### config.mk
export PLATFORM = sky130hd
export DESIGN_NAME = spkl_ctrl
export DESIGN_NICKNAME = d
export VERILOG_FILES = /design/src/hw/rtl/spkl_pkg.sv /design/src/hw/rtl/spkl_ctrl.sv
export SDC_FILE = /design/constraint.sdc
export NUM_CORES = 1
export LEC_CHECK = 0
export BUFFER_PORTS_ARGS = -buffer_cell sky130_fd_sc_hd__clkbuf_2
export CORE_AREA = 2 2 39 41
export CTS_CLUSTER_DIAMETER = 30
export DETAILED_ROUTE_END_ITERATION = 6
export DIE_AREA = 0 0 41 43
export PLACE_DENSITY_LB_ADDON = 0.15
export SLEW_MARGIN = 20
export SYNTH_ARGS = -nofsm -noshare
export SYNTH_HDL_FRONTEND = slang
export SYNTH_SLANG_ARGS = --single-unit
### constraint.sdc
create_clock -name clk -period 2.45 [get_ports clk]
set_input_delay 0.245 -clock clk [delete_from_list [all_inputs] [get_ports clk]]
set_output_delay 0.245 -clock clk [all_outputs]
set_load 0.02 [all_outputs]
### src/hw/rtl/spkl_pkg.sv
// Package for the sorted page key lookup: sizes, codes, item and control types.
`timescale 1ns / 1ps
package spkl_pkg;

  localparam int ENTRY_SLOTS = 256;
  localparam int IDX_W       = $clog2(ENTRY_SLOTS);
  localparam int CNT_W       = $clog2(ENTRY_SLOTS + 1);
  localparam int KEY_W       = 64;
  localparam int REC_W       = 64;
  localparam int LINK_W      = 64;
  localparam int ENT_W       = KEY_W + REC_W;

  typedef enum logic [1:0] {
    CMD_CLEAR  = 2'd0,
    CMD_INSERT = 2'd1,
    CMD_LOOKUP = 2'd2,
    CMD_LINK   = 2'd3
  } cmd_t;

  typedef enum logic [3:0] {
    S_IDLE,
    S_DECODE,
    S_SRCH_RD,
    S_SRCH_CMP,
    S_PROBE_RD,
    S_PROBE_CMP,
    S_SHIFT_RD,
    S_SHIFT_WR,
    S_PUT,
    S_RESP
  } ctrl_state_t;

  typedef struct packed {
    cmd_t              cmd;
    logic [KEY_W-1:0]  key;
    logic [REC_W-1:0]  record_id;
    logic [LINK_W-1:0] link_addr;
  } item_t;

  typedef struct packed {
    logic              found;
    logic [REC_W-1:0]  found_record;
    logic [8:0]        count_now;
    logic              full_flag;
    logic              link_present;
    logic [LINK_W-1:0] link_value;
    logic              status;
  } result_t;

  // controller to datapath
  typedef struct packed {
    logic load;
    logic clear;
    logic set_link;
    logic reject;
    logic srch_issue;
    logic srch_step;
    logic probe_issue;
    logic probe_check;
    logic shift_issue;
    logic shift_write;
    logic put;
  } dp_cmd_t;

  // datapath to controller
  typedef struct packed {
    cmd_t cmd;
    logic full;
    logic srch_done;
    logic probe_ok;
    logic shift_done;
  } dp_status_t;

endpackage

### src/hw/rtl/spkl_ctrl.sv
// Controller state machine sequencing decode, search, probe, shift, put and response steps.
`timescale 1ns / 1ps
module spkl_ctrl import spkl_pkg::*; (
  input  logic       clk,
  input  logic       rst,
  input  logic       start,
  input  dp_status_t st,
  output dp_cmd_t    dc,
  output logic       busy,
  output logic       done
);

  ctrl_state_t state, state_next;

  always_ff @(posedge clk) begin
    if (rst) begin
      state <= S_IDLE;
    end else begin
      state <= state_next;
    end
  end

  always_comb begin
    state_next = state;
    unique case (state)
      S_IDLE: begin
        if (start) state_next = S_DECODE;
      end
      S_DECODE: begin
        unique case (st.cmd)
          CMD_CLEAR:  state_next = S_RESP;
          CMD_LINK:   state_next = S_RESP;
          CMD_INSERT: state_next = st.full ? S_RESP : S_SRCH_RD;
          CMD_LOOKUP: state_next = S_SRCH_RD;
        endcase
      end
      S_SRCH_RD: begin
        if (!st.srch_done) begin
          state_next = S_SRCH_CMP;
        end else if (st.cmd == CMD_INSERT) begin
          state_next = S_SHIFT_RD;
        end else begin
          state_next = S_PROBE_RD;
        end
      end
      S_SRCH_CMP:  state_next = S_SRCH_RD;
      S_PROBE_RD:  state_next = st.probe_ok ? S_PROBE_CMP : S_RESP;
      S_PROBE_CMP: state_next = S_RESP;
      S_SHIFT_RD:  state_next = st.shift_done ? S_PUT : S_SHIFT_WR;
      S_SHIFT_WR:  state_next = S_SHIFT_RD;
      S_PUT:       state_next = S_RESP;
      S_RESP:      state_next = S_IDLE;
      default:     state_next = S_IDLE;
    endcase
  end

  always_comb begin
    dc             = '0;
    dc.load        = (state == S_IDLE) && start;
    dc.clear       = (state == S_DECODE) && (st.cmd == CMD_CLEAR);
    dc.set_link    = (state == S_DECODE) && (st.cmd == CMD_LINK);
    dc.reject      = (state == S_DECODE) && (st.cmd == CMD_INSERT) && st.full;
    dc.srch_issue  = (state == S_SRCH_RD) && !st.srch_done;
    dc.srch_step   = (state == S_SRCH_CMP);
    dc.probe_issue = (state == S_PROBE_RD) && st.probe_ok;
    dc.probe_check = (state == S_PROBE_CMP);
    dc.shift_issue = (state == S_SHIFT_RD) && !st.shift_done;
    dc.shift_write = (state == S_SHIFT_WR);
    dc.put         = (state == S_PUT);
    busy           = (state != S_IDLE);
    done           = (state == S_RESP);
  end

endmodule

==> impl_results.md <==
- Critical-path top delay cell: dfxtp_1
- Clk Latency, worst-skew pair: between 0.2 and 0.25 ns
- Crit-path leading delay family: simple AND/OR/NAND/NOR gates
- Vias in the first global route: 447
- Clk sink count: 4
- Final setup vio count: 0
- CTS Buf Count: 3
- Vias/cell: 5.27
- Post-synthesis register bit count: 4
- Number of buffers added on ports: 21
- # DRC: 0
- Area contributors post-synth: dfxtp_1 17%, ha_1 11%, and2_1 7.9%
- Worst setup endpoint: dc[9]
- GRT Overall Usage: 0.150
- Synth Net Count: between 70 and 80
- Syn avg cell area: about 7.7 um^2
- Initial drt markers: 6
- Total power: approximately 0.24 mW
- Max Cap Viol: 0
- R2R cell count: 3
- Post-CTS setup buffers: 0
- WP data required: approximately 2.2 ns
- Setup TNS: 0 ns
- WS Path Type: flop to output pin
- N_diodes: 0
- FF-to-FF Start: state[0]$_SDFFE_PP0P_
- Final ANT Viol Nets: 0
- Distinct cells, synth: 31
- Largest regs: state: 4 flops
- Cell count after synthesis: 62
- Chip Height: roughly 43 um
- CTS H-tree depth: 1
- PostCTS Resize Cnt: 0
- Worst min path class: primary input to flop
- Power Dens Cells: ~410 mW/mm^2
- CTS clk-pin slew, worst paths: roughly 0.040 ns
- Worst Max-Slew Pin Slew: roughly 0.42 ns
- Max Freq: ~560 MHz
- Finished Layout Cells: between 90 and 100
- Vias: 516
- Placer Congestion: ~0.72
- Dominant cell type by area after synthesis: dfxtp_1
- Die width: between 40 and 50 um
- Placed cell area: roughly 570 um^2
- Cell Area, Synth: 475 um^2
- Leak: about 0.28 nW
- Critical-path maximum fanout: 12
- First-pass GRT wire length: 1860 um
- Root Buffer: clkbuf_4
- Final Skew: around 0.0022 ns
- Area Growth Syn to Fin: 24.5%
- Biggest register: state
- Wirelength, routed: 1170 um
- Critical-path cell list: nor4b_2 > and2_1 > clkbuf_2
- Endpoints failing hold: 0
- Relative slew slack: 0.718
- R2R setup slack: approximately 1.1 ns
- Largest stage delay on the critical path: 0.53 ns
- Max Buffers Root-to-Sink: 2
- Layout cell share with drive strength beyond 1: 0.317
- Buf+Inv Stages, Crit Path: 1
- Tmin final: around 1.8 ns
- Tcrit/Tclk final: 0.729
- Die area: between 0.0015 and 0.002 mm^2
- Total grt overflow: 0
- Number of flip-flops in the largest register: 4
- Initial antenna violation count: 0
- Rows: 14
- CTS tree: yes
- RSZ-0062 raised after global routing: false
- Core Region: between 0.001 and 0.0015 mm^2
- Starting density of the core: 0.344
- Post-DP HPWL: between 900 and 1000 um
- Type of destination of the critical path: output pin
- Top cell type's share of synthesized area: 0.168
- Inst Count DP: 95
- 1st-pass router iterations: 2
- Fin area: a little under 600 um^2
- Largest net degree at the start of global routing: 14
- R2R Path End: state[3]$_SDFFE_PP0P_
- I/O Pins: 22
- CP startpoint: state[0]$_SDFFE_PP0P_
- Fin nets: between 90 and 100
- Stages on worst setup path: 3
- # hold bufs at CTS: 0
- Setup crit start kind: flop
- Fillers: 161
- Ys Warns: 0
- Worst hold slack: ~0.38 ns
- Max Slew Vio Count: 0
- Crit path DAT: 1.54 ns
- Outcome: finished clean
- Peak VDD IR: roughly 0.00024 V
- Post-synthesis sequential area ratio: 0.168
- Wire per inst: ~12 um
## how the worst min path moves through the flow
stage	from	end	slack [ns]	cells after the start
after floorplan	st[2]	state[1]$_SDFFE_PP0P_	0.46	2
after global placement	rst	state[0]$_SDFFE_PP0P_	0.63	3
after detailed placement	rst	state[1]$_SDFFE_PP0P_	0.62	3
after CTS	st[2]	state[1]$_SDFFE_PP0P_	0.38	3
after global routing	st[2]	state[1]$_SDFFE_PP0P_	0.41	3
final	st[2]	state[1]$_SDFFE_PP0P_	0.38	3
## routing by layer
layer	GRT usage	share of wire	vias to the layer above
li1	-	-	262
met1	0.173	0.43	237
met2	0.253	0.52	17
met3	0.0471	0.053	0
met4	0.0400	0	0
met5	0	0	-
## power breakdown
| group | switching, mW | total (mW) | leakage, nW | internal [mW] |
|---|---|---|---|---|
| Sequential | 0.0128 | 0.0826 | 0.0326 | 0.0697 |
| Combinational | 0.0464 | 0.0797 | 0.236 | 0.0333 |
| Clock | 0.0266 | 0.0814 | 0.0138 | 0.0548 |
## synth_stat cells
master,instances
nand2_1,3
ha_1,4
nor2b_1,1
or2b_1,1
buf_4,2
o21ai_1,1
or3b_1,1
nand2b_1,1
a21o_1,1
nor3b_1,1
buf_2,1
o211ai_1,2
and2_1,6
mux2_2,1
and3b_1,2
and3_1,1
a21oi_1,2
mux2i_1,1
o31a_1,1
a31oi_1,2
a211o_1,2
inv_1,3
nor4b_2,1
o21ai_0,1
a2bb2oi_1,1
nor4_1,2
nor2_1,10
dfxtp_1,4
buf_6,1
a311o_1,1
nand3b_1,1
## layout make-up
type | count | area, um^2 | share of cell area
Tap cell | 16 | 20.0 | 0.0338
Inverter | 3 | 11.3 | 0.0190
Multi-Input combinational cell | 51 | 353 | 0.596
Sequential cell | 4 | 80.1 | 0.135
Clock buffer | 3 | 22.5 | 0.0381
Timing Repair Buffer | 21 | 105 | 0.178
## through the flow
stage          worst slack (ns)   util
2_1_floorplan             0.985      -
3_3_place_gp              0.887  0.411
3_5_place_dp              0.872  0.411
4_1_cts                   0.622  0.428
5_1_grt                   0.550  0.428
6_report                  0.664  0.428
## worst reg2reg max path: cells and delay by family, from the launching register on
family	cells	cell delay, ns
simple gates	1	0.43
flops	1	0.53
compound gates	2	0.34
## cells in the final DEF, fill, tap and decap left out
cell type and count:
o21ai_1 1, and3_1 1, clkbuf_2 21, inv_1 3
nor2_1 10, nor4_1 2, a21oi_1 2, mux2i_1 1
o31a_1 1, a31oi_1 2, a311o_1 1, o21ai_0 1
nand2b_1 1, clkbuf_4 3, nor4b_2 1, a21o_1 1
nand3b_1 1, or2b_1 1, nor3b_1 1, ha_1 4
and3b_1 2, or3b_1 1, and2_1 6, dfxtp_1 4
nor2b_1 1, mux2_2 1, a211o_1 2, a2bb2oi_1 1
o211ai_1 2, nand2_1 3
## logic make-up (layout without fill, tap and decap cells)
kind of cell	Yosys count	after routing	synth area share
AO/OA/AOI/OAI	14	14	0.211
AND/OR/NAND/NOR	31	31	0.382
multiplexers	2	2	0.0447
flip-flops	4	4	0.168
buffers and inverters	7	27	0.0895
adder cells (fa/ha/maj)	4	4	0.105
Power figures use the tool's default switching activity.
